File: src/hdl/dfs_pkg.sv
// Shared types, constants and helpers of the decimal fixed-point square root.
`timescale 1ns / 1ps

package dfs_pkg;

    localparam int VALUE_W         = 32;
    localparam int ROOT_W          = 33;
    localparam int NUM_W           = 2 * ROOT_W;
    localparam int REM_W           = ROOT_W + 2;
    localparam int DIGIT_W         = 3;
    localparam int MAX_FRAC_DIGITS = 5;
    localparam int SCALE_CELLS     = MAX_FRAC_DIGITS;
    localparam int ROOT_CELLS      = ROOT_W;
    localparam int TDATA_W         = ((ROOT_W + 7) / 8) * 8;

    localparam logic [DIGIT_W-1:0] FRAC_DIGITS_RESET = DIGIT_W'(5);
    localparam logic [DIGIT_W-1:0] FRAC_DIGITS_LIMIT = DIGIT_W'(MAX_FRAC_DIGITS);

    // Word moving through the decimal scaling cells.
    typedef struct packed {
        logic               valid;
        logic               neg;
        logic [DIGIT_W-1:0] count;
        logic [NUM_W-1:0]   num;
    } scale_word_t;

    // Word moving through the root cells.
    typedef struct packed {
        logic              valid;
        logic              neg;
        logic [NUM_W-1:0]  num;
        logic [REM_W-1:0]  rem;
        logic [ROOT_W-1:0] root;
    } root_word_t;

    // Multiply by one hundred as 64n + 32n + 4n.
    function automatic logic [NUM_W-1:0] times_hundred(input logic [NUM_W-1:0] n);
        times_hundred = (n << 6) + (n << 5) + (n << 2);
    endfunction

endpackage

File: src/hdl/dfs_root_cell.sv
// One root cell: takes the next two bits of the number and settles one root bit.
`timescale 1ns / 1ps

module dfs_root_cell
    import dfs_pkg::*;
(
    input  logic       aclk,
    input  logic       aresetn,
    input  root_word_t up_word,
    output logic       up_ready,
    output root_word_t down_word,
    input  logic       down_ready
);

    root_word_t           word_reg;
    root_word_t           word_next;
    logic [REM_W+1:0]     rem_shift;
    logic [REM_W+1:0]     trial;
    logic [REM_W+1:0]     diff;
    logic                 fits;

    assign up_ready = !word_reg.valid || down_ready;

    always_comb begin
        rem_shift = {up_word.rem, up_word.num[NUM_W-1 -: 2]};
        trial     = {2'b00, up_word.root, 2'b01};
        diff      = rem_shift - trial;
        fits      = rem_shift >= trial;

        word_next       = up_word;
        word_next.num   = {up_word.num[NUM_W-3:0], 2'b00};
        word_next.root  = {up_word.root[ROOT_W-2:0], fits};
        word_next.rem   = fits ? diff[REM_W-1:0] : rem_shift[REM_W-1:0];
    end

    always_ff @(posedge aclk) begin
        if (!aresetn) begin
            word_reg.valid <= 1'b0;
        end else if (up_ready) begin
            word_reg <= word_next;
        end
    end

    assign down_word = word_reg;

`ifndef SYNTH
    // The partial remainder never exceeds twice the partial root.
    a_rem_bound: assert property (@(posedge aclk) disable iff (!aresetn)
        word_reg.valid |-> {1'b0, word_reg.rem} <= {2'b00, word_reg.root, 1'b0})
        else $error("root remainder out of bound");
`endif

endmodule

File: config.mk
export PLATFORM = sky130hd
export DESIGN_NAME = dfs_root_cell
export DESIGN_NICKNAME = d
export VERILOG_FILES = /design/src/hdl/dfs_pkg.sv /design/src/hdl/dfs_root_cell.sv
export SDC_FILE = /design/constraint.sdc
export NUM_CORES = 1
export LEC_CHECK = 0
export ABC_AREA = 1
export BUFFER_PORTS_ARGS = -buffer_cell sky130_fd_sc_hd__buf_2
export CAP_MARGIN = 5
export CORE_MARGIN = 3
export CORE_UTILIZATION = 40
export DETAILED_ROUTE_END_ITERATION = 12
export PLACE_DENSITY = 0.7
export SYNTH_ARGS = -nofsm -noshare
export SYNTH_HDL_FRONTEND = slang
export SYNTH_SLANG_ARGS = --single-unit
File: constraint.sdc
create_clock -name aclk -period 12.9 [get_ports aclk]
set_input_delay 1.29 -clock aclk [delete_from_list [all_inputs] [get_ports aclk]]
set_output_delay 1.29 -clock aclk [all_outputs]
set_load 0.01 [all_outputs]
=== Word-level counts from Yosys, hierarchy flattened ===
Cells that the tools add are included.

* Add/sub/neg operators: 1
* Order comparisons: 1
* Multiplexer cells: 1
* Reductions and logical operators: 3

{| class="wikitable"
|+ Operator list
! kind !! number
|-
| $ge A37 B35 Y1 || 1
|-
| $mux W35 || 1
|-
| $sub A35 B35 Y35 || 1
|-
| $reduce_and A2 Y1 || 1
|-
| $logic_not A1 Y1 || 1
|-
| $logic_or A1 B1 Y1 || 1
|}

* Register bits: 134
* Word-level logic and storage cells: 11

=== Depth between registers and ports, before layout ===
* Depth in word-level cells: 3
* Gate-level depth with buffers: 16
* Depth with buffers taken out: 15

=== Worst setup path after synthesis ===
Ideal clock, no wire load.

* Path type: input -> register
* Start point: input aresetn
* End point: register word_reg, in the netlist down_word[0] (enable)
* Arrival: 7733 ps
* Path slack: 4498 ps
* Stages: 2
* Buffers on the path: 0
* Path through: inv_1 > a21oi_1

* Longest elaborated chain between the ends: 1

{| class="wikitable"
|+ Ends and longest elaborated chain
! item !! RTL line !! text
|-
| start, declared || dfs_root_cell.sv:8 || <nowiki>input logic aresetn,</nowiki>
|-
| $reduce_and A2 Y1 (no source line) || n/a ||
|-
| end signal, assigned || dfs_root_cell.sv:40 || <nowiki>word_reg <= word_next;</nowiki>
|-
| end, declared || dfs_root_cell.sv:15 || <nowiki>root_word_t word_reg;</nowiki>
|}

No other way between the ends.
A chain may end at the register's enable or synchronous reset.

==> qor.yml <==
setup_path:
  cp_num_buf_inv: 3
  cp_common_cell: "nand2_1"
  cp-start-kind: "primary input"
  reg2reg_slack_ns: 10.52
  cpPeakStageDelay_ns: 0.56
  r2r.worst_path.cells: 3
  required_ns: 13.06
  path_cells: "buf_2 -> inv_1 -> ha_1 -> nand2_1 -> inv_1 -> nand2_1 -> nand2_1 -> nand2_1 -> nand2_1 -> a21oi_2 -> nand4_4 -> nand3_1 -> nand2_1"
  rr_startpoint: "down_word[135]"
  critPathArrivalTime_ns: 3.53
  critPathSlowestCell: "nand4_4"
  cp-end-kind: "flop"
  crit_type: "in2reg"
  crit_family: "simple AND/OR/NAND/NOR gates"
  reg2reg_to: "down_word[64]"
  path_max_fanout: 37
global_route:
  grt_max_degree: 83
  grt_pass1_wl_mm: 32.6
  grt_pass1_vias: 6254
  grt_use_total: 0.206
  grt_use_met2: 0.376
  antenna_found_initial: 1
  grt.overflow.total: 0
  top_usage_layer: "met2"
  met1_usage: 0.243
  grt.met3_usage: 0.0416
timing:
  worstMarginPinSlew_ns: 1.06
  fin_setup_tns_ns: 0
  rsz0062_at_grt: "false"
  fmax_mhz: 297
  skew_ns: 0.00617
  final.period_utilization: 0.261
  drv_slew: 0
  hold_violations: 0
  fin_crit_ns: 3.36
  timing.slew.headroom: 0.296
  hold_ws_ns: 0.556
  setup_viol: 0
placement:
  portBuffers: 273
  place_inst: 1307
  gp_congestion: 0.883
  dp_hpwl_mm: 17.2
run:
  max-cap-violations: 0
synth:
  synth.most_common_cell: "nand2_1"
  ys.warnings.count: 0
  synth_seq_area_share: 0.528
  ys.flop_type: "edfxtp_1"
  syn-mean-instance-area_um2: 9.33
  synthTopCellsByArea: "edfxtp_1 (52%), nand2_1 (13%), inv_1 (6.5%)"
  synth-edff-count: 133
  synth_top_area_cell: "edfxtp_1"
  synth_commonest_cells: "nand2_1 (260), edfxtp_1 (133), inv_1 (131), nor2_1 (52), nand3_2 (41)"
  async_flop_share: 0
  synth_area_mm2: 0.00761
  synth_top_cell_area_share: 0.525
  syn_inst: 815
  synth_cell_types: 35
  ys_ff_latch: 134
route:
  vias: 6280
  vias_per_cell: 4.68
  drt_iter0_markers: 336
  drtAntennaViolNets: 0
  dr.pass1.iters: 5
  routed_wl_mm: 21.5
  wl_per_cell_um: 16.1
  drc: 0
final_layout:
  area_delta_synth_final_pct: 28.5
  fin_cells: 1341
  layout-drive-gt1-share: 0.340
  utilization: 0.533
  largest_reg_flops: 134
  final_nets: 1271
hold_path:
  hold_path.class: "reg2reg"
  hp-start: "down_word[135]"
  worstHoldEndpoint: "down_word[135]"
  min_path_cells: 2
clock_network:
  clkLatencyLatePin_ns: 0.42
  path_clk_slew_ns: 0.06
  cts_resized: 0
  post_cts_buffers: 0
  clockRootBuffer: "clkbuf_16"
  h-tree-depth: 4
  clock_path_buffers: 2
  numClockSinks: 134
  ctsHoldBuffers: 0
  cts_tree: "done"
  numCtsBuffers: 17
pwr:
  p_comb_frac: 0.188
  switching_share: 0.281
  p_seq_frac: 0.413
  ir_worst_vdd_mv: 0.0886
  powerDensity_mw_per_mm2: 131
  p_leak_nw: 4.83
  power_switching_mw: 0.360
  pwr-share-clk: 0.399
  p_total_mw: 1.28
  internal-power_mw: 0.922
floorplan:
  core_area_mm2: 0.0183
  start_util: 0.415
  die_x_um: 144
  ios: 276
  std_cell_rows: 49
  dieArea_mm2: 0.0207
  fp.dieH_um: 144
outcome:
  status: "finished clean"
==> worst max-delay path by stage <==
stage                      from             to  cells after the start
global placement     up_word[9]  down_word[54]                     13
detailed placement   up_word[9]  down_word[54]                     13
CTS                  up_word[9]  down_word[54]                     13
global route        up_word[10]  down_word[54]                     13
floorplan               aresetn   down_word[0]                      2
finish              up_word[22]  down_word[54]                     13
==> cell type report <==
class	instances	area [µm²]
Tap cell	229	287
Fill cell	1724	8550
Clock buffer	18	429
Antenna cell	2	5.00
Sequential cell	134	4010
Clock inverter	14	188
Timing Repair Buffer	275	1380
Multi-Input combinational cell	537	2980
Inverter	132	495
==> metal layers <==
metal,part of all wire,up-vias
li1,-,3228
met1,0.40,2834
met2,0.52,202
met3,0.064,16
met4,0.0099,0
met5,0,-
==> worst min-delay path, cell delays in order (launching register included) <==
cell and delay [ns]:
dfxtp_1 0.34, nand2_1 0.11, a21oi_1 0.06
==> power by group through the flow <==
stage / clock network (mW) / logic (mW) / registers, mW
finish: 0.511 / 0.241 / 0.529
global route: 0.539 / 0.273 / 0.532
CTS: 0.521 / 0.244 / 0.530
detailed placement: 0 / 0.243 / 0.539
global placement: 0 / 0.241 / 0.538
floorplan: 0 / 0.132 / 0.563
==> placed cells by master, fill, tap and decap left out, types with 2 or more instances in the layout <==
cell type / instances
a21oi_1: 24
a21oi_2: 2
buf_2: 273
buf_4: 2
bufinv_16: 3
clkbuf_16: 17
clkinv_4: 3
conb_1: 2
diode_2: 2
edfxtp_1: 133
ha_1: 35
inv_1: 131
inv_6: 6
nand2_1: 260
nand2_2: 10
nand3_1: 39
nand3_2: 41
nand3b_1: 10
nand4_1: 4
nor2_1: 52
nor2_2: 8
nor2_4: 3
nor3_1: 6
nor4_1: 3
o21ai_0: 5
o21bai_1: 7
xor2_1: 16
==> cell families after synthesis <==
logic type,Yosys count,synth area share
flops,134,0.528
xor+xnor,17,0.0196
fa+ha+maj,35,0.0576
compound gates,42,0.0321
simple gates,441,0.280
other cells,1,0.000493
buf+inv,145,0.0831
==> metrics by stage <==
stage                     area [µm²]  worst slack, ns
after floorplan                 7610             4.50
after global placement          9160             9.11
after detailed placement        9160             9.07
after CTS                       9770             9.51
after global routing            9770             9.20
final                           9780             9.54
Power figures use the tool's default switching activity.
