`src/hdl/dfs_pkg.sv`:
```
// Shared types, constants and helpers of the decimal fixed-point square root.
`timescale 1ns / 1ps

package dfs_pkg;

    localparam int VALUE_W         = 32;
    localparam int ROOT_W          = 33;
    localparam int NUM_W           = 2 * ROOT_W;
    localparam int REM_W           = ROOT_W + 2;
    localparam int DIGIT_W         = 3;
    localparam int MAX_FRAC_DIGITS = 5;
    localparam int SCALE_CELLS     = MAX_FRAC_DIGITS;
    localparam int ROOT_CELLS      = ROOT_W;
    localparam int TDATA_W         = ((ROOT_W + 7) / 8) * 8;

    localparam logic [DIGIT_W-1:0] FRAC_DIGITS_RESET = DIGIT_W'(5);
    localparam logic [DIGIT_W-1:0] FRAC_DIGITS_LIMIT = DIGIT_W'(MAX_FRAC_DIGITS);

    // Word moving through the decimal scaling cells.
    typedef struct packed {
        logic               valid;
        logic               neg;
        logic [DIGIT_W-1:0] count;
        logic [NUM_W-1:0]   num;
    } scale_word_t;

    // Word moving through the root cells.
    typedef struct packed {
        logic              valid;
        logic              neg;
        logic [NUM_W-1:0]  num;
        logic [REM_W-1:0]  rem;
        logic [ROOT_W-1:0] root;
    } root_word_t;

    // Multiply by one hundred as 64n + 32n + 4n.
    function automatic logic [NUM_W-1:0] times_hundred(input logic [NUM_W-1:0] n);
        times_hundred = (n << 6) + (n << 5) + (n << 2);
    endfunction

endpackage

```
`src/hdl/dfs_scale_cell.sv`:
```
// One decimal scaling cell: multiplies by one hundred while digits remain.
`timescale 1ns / 1ps

module dfs_scale_cell
    import dfs_pkg::*;
(
    input  logic        aclk,
    input  logic        aresetn,
    input  scale_word_t up_word,
    output logic        up_ready,
    output scale_word_t down_word,
    input  logic        down_ready
);

    scale_word_t word_reg;
    scale_word_t word_next;

    assign up_ready = !word_reg.valid || down_ready;

    always_comb begin
        word_next = up_word;
        if (up_word.count != '0) begin
            word_next.num   = times_hundred(up_word.num);
            word_next.count = up_word.count - DIGIT_W'(1);
        end
    end

    always_ff @(posedge aclk) begin
        if (!aresetn) begin
            word_reg.valid <= 1'b0;
        end else if (up_ready) begin
            word_reg <= word_next;
        end
    end

    assign down_word = word_reg;

`ifndef SYNTH
    // A negative word carries no magnitude and no pending digits.
    a_neg_clear: assert property (@(posedge aclk) disable iff (!aresetn)
        word_reg.valid && word_reg.neg |-> word_reg.num == '0 && word_reg.count == '0)
        else $error("negative word carries data");
`endif

endmodule

```
`config.mk`:
```
export PLATFORM = sky130hd
export DESIGN_NAME = dfs_scale_cell
export DESIGN_NICKNAME = d
export VERILOG_FILES = /design/src/hdl/dfs_pkg.sv /design/src/hdl/dfs_scale_cell.sv
export SDC_FILE = /design/constraint.sdc
export NUM_CORES = 1
export LEC_CHECK = 0
export BUFFER_PORTS_ARGS = -buffer_cell sky130_fd_sc_hd__buf_4
export CAP_MARGIN = 25
export CORE_MARGIN = 2
export CORE_UTILIZATION = 50
export CTS_BUF_LIST = sky130_fd_sc_hd__clkbuf_4 sky130_fd_sc_hd__clkbuf_8
export CTS_CLUSTER_SIZE = 30
export DETAILED_ROUTE_END_ITERATION = 10
export GPL_TIMING_DRIVEN = 0
export PLACE_DENSITY_LB_ADDON = 0.2
export SKIP_LAST_GASP = 1
export SLEW_MARGIN = 40
export SYNTH_ARGS = -nofsm -noshare
export SYNTH_HDL_FRONTEND = slang
export SYNTH_SLANG_ARGS = --single-unit
```
`constraint.sdc`:
```
create_clock -name aclk -period 4.65 [get_ports aclk]
set_clock_uncertainty 0.05 [all_clocks]
set_input_delay 0.6975 -clock aclk [delete_from_list [all_inputs] [get_ports aclk]]
set_output_delay 0.6975 -clock aclk [all_outputs]
set_load 0.02 [all_outputs]
```
# [Word-level counts from Yosys, hierarchy flattened]
# Cells that the tools add are included.
[totals] wordCells=12 out_inout_bits=72 in_bits=74 ff_bits=71
[classes] reduce_logical=4 add_sub_neg=3 muxes=1
[ops] cell="$add 66x66->66" count=2
[ops] cell="$mux 69" count=1
[ops] cell="$reduce_bool 3->1" count=1
[ops] cell="$sub 3x1->3 const B" count=1
[ops] cell="$reduce_and 2->1" count=1
[ops] cell="$logic_not 1->1" count=1
[ops] cell="$logic_or 1x1->1" count=1

# [Logic depth before layout (Yosys ltp)]
[logic_depth] word_depth=3 depth_mapped=13 ltp_nobuf=13

# [Least setup slack after synthesis]
# No wires, ideal clock.
[synth_path] kind="input -> register" startpoint="input up_word[0] (netlist bit)" endpoint="register word_reg (netlist bit down_word[52]), data pin" required_ns=4.330 arrival_time_ns=3.427 path_slack_ns=0.902 stages=13 n_path_buf=0 setup_time_ns=0.270 cell_sequence="fa_1 -> ha_1 -> fa_1 -> a21oi_1 -> or3b_1 -> a311oi_1 -> o211ai_1 -> o211ai_1 -> o21ai_0 -> o21ai_0 -> a21oi_1 -> xnor2_1 -> a21oi_1"
[synth_rtl] item="start: declaration" line="dfs_scale_cell.sv:9" source="input scale_word_t up_word,"
[synth_rtl] item="end signal: assignment" line="dfs_scale_cell.sv:32" source="word_reg <= word_next;"
[synth_rtl] item="end: declaration" line="dfs_scale_cell.sv:15" source="scale_word_t word_reg;"

==> results.md <==
Outcome:
- The run finished with clean final reports.

Setup path:
- The count of buffer and inverter cells on the critical path is 1.
- The cell with the biggest individual delay on the critical path is sky130_fd_sc_hd__a311oi_1.
- The sort of element at the start of the critical path is an input port.
- Counting stages on the worst path, the most repeated cell is sky130_fd_sc_hd__a21oi_1.
- The endpoint class of the critical path is a flop.
- In this run the critical register-to-register path is launched from down_word[70]$_SDFFE_PN0N_.
- The kind of cell with the highest combined delay along the critical path is compound AO/OA/AOI/OAI gates.
- The minimum setup slack among reg-to-reg paths is 3.11 ns.
- The endpoint identified for the worst register-to-register timing path is down_word[20]$_DFFE_PP_.
- Traced cell by cell, the critical path runs through buf_4 -> fa_1 -> ha_1 -> fa_1 -> a21oi_1 -> or3b_1 -> a311oi_1 -> o211ai_1 -> o211ai_1 -> o21ai_0 -> o21ai_0 -> a21oi_1 -> xnor2_1 -> a21oi_1.
- The critical path is of the in2reg type.
- Along the worst path, the maximum fanout reaches 4.
- For the worst setup path, the data required time is 4.72 ns.
- The largest stage delay on the critical path is 0.56 ns.
- The worst register-to-register path has a depth of 3.
- The critical path data arrival time is 4.23 ns.

Cells and area:
- After routing the design area is 0.009206 mm².
- The count of filler cells inserted in the layout is 1349.
- The number of flip-flops in the largest register is 71.
- Compared with the post-synthesis result, the final layout area differs by 21.04%.
- The layout cell share with drive strength beyond 1 is 19.55%.
- The final layout contains 1168 nets.
- 0 antenna diodes ended up in the layout.

STA:
- The hold violation count in the final report is 0.
- The routed design could run at a clock period as short as 4.162 ns.
- For this run, the top clock speed supported by timing is 0.2402 GHz.
- The worst setup margin is 0.4875 ns.
- Adding up every negative setup slack in the final design gives 0 ns.
- Setup repair after global routing left no endpoint under its margin.
- Hold is met by 0.4414 ns.
- The setup violation total in the final timing report is 0.
- The final worst-path cycle share is 89.52%.
- The headroom to the max-slew limit is 51.18%.
- The transition time at the pin with the least slew margin is 0.7323 ns.
- The final count of pins violating max slew is 0.

Synthesis:
- Sorting the synthesized cells by area gives the leading types as sky130_fd_sc_hd__edfxtp_1 28%, sky130_fd_sc_hd__fa_1 16%, sky130_fd_sc_hd__ha_1 10%.
- The number of nets in the synthesized netlist is 1011.
- Synthesis produced 815 cells.
- In this run the cell area of the synthesized design comes to 0.007606 mm².
- Counting instances in the post-synthesis netlist gives the leading cell types as 116 x sky130_fd_sc_hd__a21oi_1, 78 x sky130_fd_sc_hd__nand2_1, 70 x sky130_fd_sc_hd__edfxtp_1.
- The largest total area in the synthesized netlist belongs to sky130_fd_sc_hd__edfxtp_1.
- Yosys instantiated no cell more often than sky130_fd_sc_hd__a21oi_1.
- The register area share after synthesis is 27.90%.
- The number of library cell types mapped by synthesis is 61.
- Counting flops and latches in the post-synthesis netlist gives 71.
- Among all flip-flop cells after synthesis, the most frequent one is sky130_fd_sc_hd__edfxtp_1.
- The synthesized area per cell is 9.333 µm².
- The top cell type's share of synthesized area is 27.64%.
- The proportion of synthesized flip-flops having asynchronous set or reset is 0%.
- During synthesis, Yosys emitted a total of 0 warnings.
- The synthesized design contains 70 enable-type register cells.

Place:
- The congestion estimate from routability-driven global placement came to 0.9338.
- The placed instance area is 0.008952 mm².
- The half-perimeter wire length after detailed placement is 16.46 mm.
- OpenSTA, run right after detailed placement, puts the worst setup slack at 0.1785 ns.
- Port buffering added 145 buffers.

GRT:
- In the global route stage, overall resource usage came out at 25.87%.
- The total overflow reported by the global router is 0.
- The number of global-route vias before repair is 6579.
- The initial antenna violation count is 0.
- The first-pass GRT wire length is 33.26 mm.
- The maximum number of pins on one net before global-route repair is 43.

Drt:
- After detailed routing, the average wire length per cell comes to 17.73 µm.
- The final antenna-violating net count is 0.
- The final routed wirelength across all metal layers is 20.66 mm.
- In the routed layout, each cell is associated on average with a via count of 5.804.
- The remaining routing DRC violations is 0.
- The first detailed-routing pass ran for 7 iterations.
- For this block, the via count after detailed routing is 6762.
- The initial detailed-routing violation count is 415.

Power:
- The maximum VDD drop is 182.9 µV.
- The analysis attributes to cell leakage a power of 3.861 nW.
- The ratio of total power to cell area is 385.1 mW/mm².
- After layout, the design draws a total of 3.545 mW.

Worst hold path:
- The worst-case hold path end point is down_word[69]$_DFFE_PP_.
- The type of the worst min-delay path is in2reg.
- Along the worst hold path, the cell count comes to 1.
- The startpoint of the lowest-slack hold path is up_word[69].

Die:
- The die is 127.3 µm tall.
- The die width is 127.3 µm.
- The die area is 0.01621 mm².
- Once the floorplan was initialized, standard cells occupied 50.60% of the core.
- 146 I/O pins were placed.
- The floorplan has 45 rows.
- The placeable core region is 0.01503 mm².

Clock network:
- TritonCTS built the clock tree.
- The later pin in the worst-skew pair is clocked with a latency of 0.38 ns.
- The clock transition at the registers of the reported paths is 0.09 ns.
- The number of buffers inserted for hold repair after clock tree synthesis is 0.
- The H-tree was split into 3 levels.
- The number of setup buffers added after CTS is 0.
- In this run, post-CTS repair resized a total of 0 instances.
- The root buffer cell is sky130_fd_sc_hd__clkbuf_8.
- Counting along the longest clock path gives a buffer depth of 2.
- The number of CTS-inserted buffers is 9.
- CTS saw 71 sinks.

Flow run:
- The tool flagged a number of max-cap violations equal to 0.
[where the power goes]
part           total (mW)  switching, mW  internal [mW]
registers           0.943         0.0370          0.906
clock network       0.656          0.282          0.375
logic                1.95           1.16          0.790
[placed cells by master, fill, tap and decap left out, drive strengths merged, types with 4 or more instances in the layout]
master,count
o21bai,13
edfxtp,70
o21ai,63
a211oi,4
xor2,25
nor2,67
nand2b,6
a31oi,6
o21a,5
a21oi,116
clkbuf,52
and2,6
a21o,36
nand2,79
nand3,18
o211ai,8
nor2b,4
buf,152
inv,19
o31ai,6
fa,60
ha,62
nand4,24
xnor2,35
[per-stage QoR]
step | std cells | utilization [%]
3_5_place_dp | 1149 | 59.55
2_1_floorplan | 815 | -
6_report | 1165 | 61.24
4_1_cts | 1165 | 61.24
5_1_grt | 1165 | 61.24
3_3_place_gp | 1148 | 59.40
[worst max path at each step]
stage / cells past startpoint / slack, ns / from / to
3_3_place_gp: 14 / 0.19 / up_word[0] / down_word[52]$_DFFE_PP_
4_1_cts: 14 / 0.57 / up_word[0] / down_word[52]$_DFFE_PP_
5_1_grt: 14 / 0.24 / up_word[0] / down_word[52]$_DFFE_PP_
6_report: 14 / 0.49 / up_word[0] / down_word[52]$_DFFE_PP_
2_1_floorplan: 13 / 0.90 / up_word[0] / down_word[52]$_DFFE_PP_
3_5_place_dp: 14 / 0.18 / up_word[0] / down_word[52]$_DFFE_PP_
[cell type report]
class                           instances  area, µm²  area share (%)
Clock inverter                          6      116.4           1.264
Buffer                                 48      187.7           2.039
Sequential cell                        71       2122           23.05
Clock buffer                           10      137.6           1.495
Inverter                               18      67.56          0.7339
Tap cell                              188      235.2           2.555
Timing Repair Buffer                  146       1109           12.04
Multi-Input combinational cell        678       5231           56.82
[layer usage]
metal | up-vias | global-route usage, % | part of all wire [%]
li1 | 3263 | - | -
met1 | 3238 | 35.69 | 45
met2 | 229 | 41.99 | 47
met3 | 32 | 3.476 | 5.6
met4 | 0 | 9.438 | 2.5
met5 | - | 0 | 0
[kinds of logic after synthesis]
kind of cell    synth area share [%]
xor+xnor                       6.909
compound gates                 21.94
buf+inv                        3.356
flops                          27.90
mux                           0.4277
simple gates                   13.47
fa+ha+maj                      25.99
(Power assumes the default switching activity.)
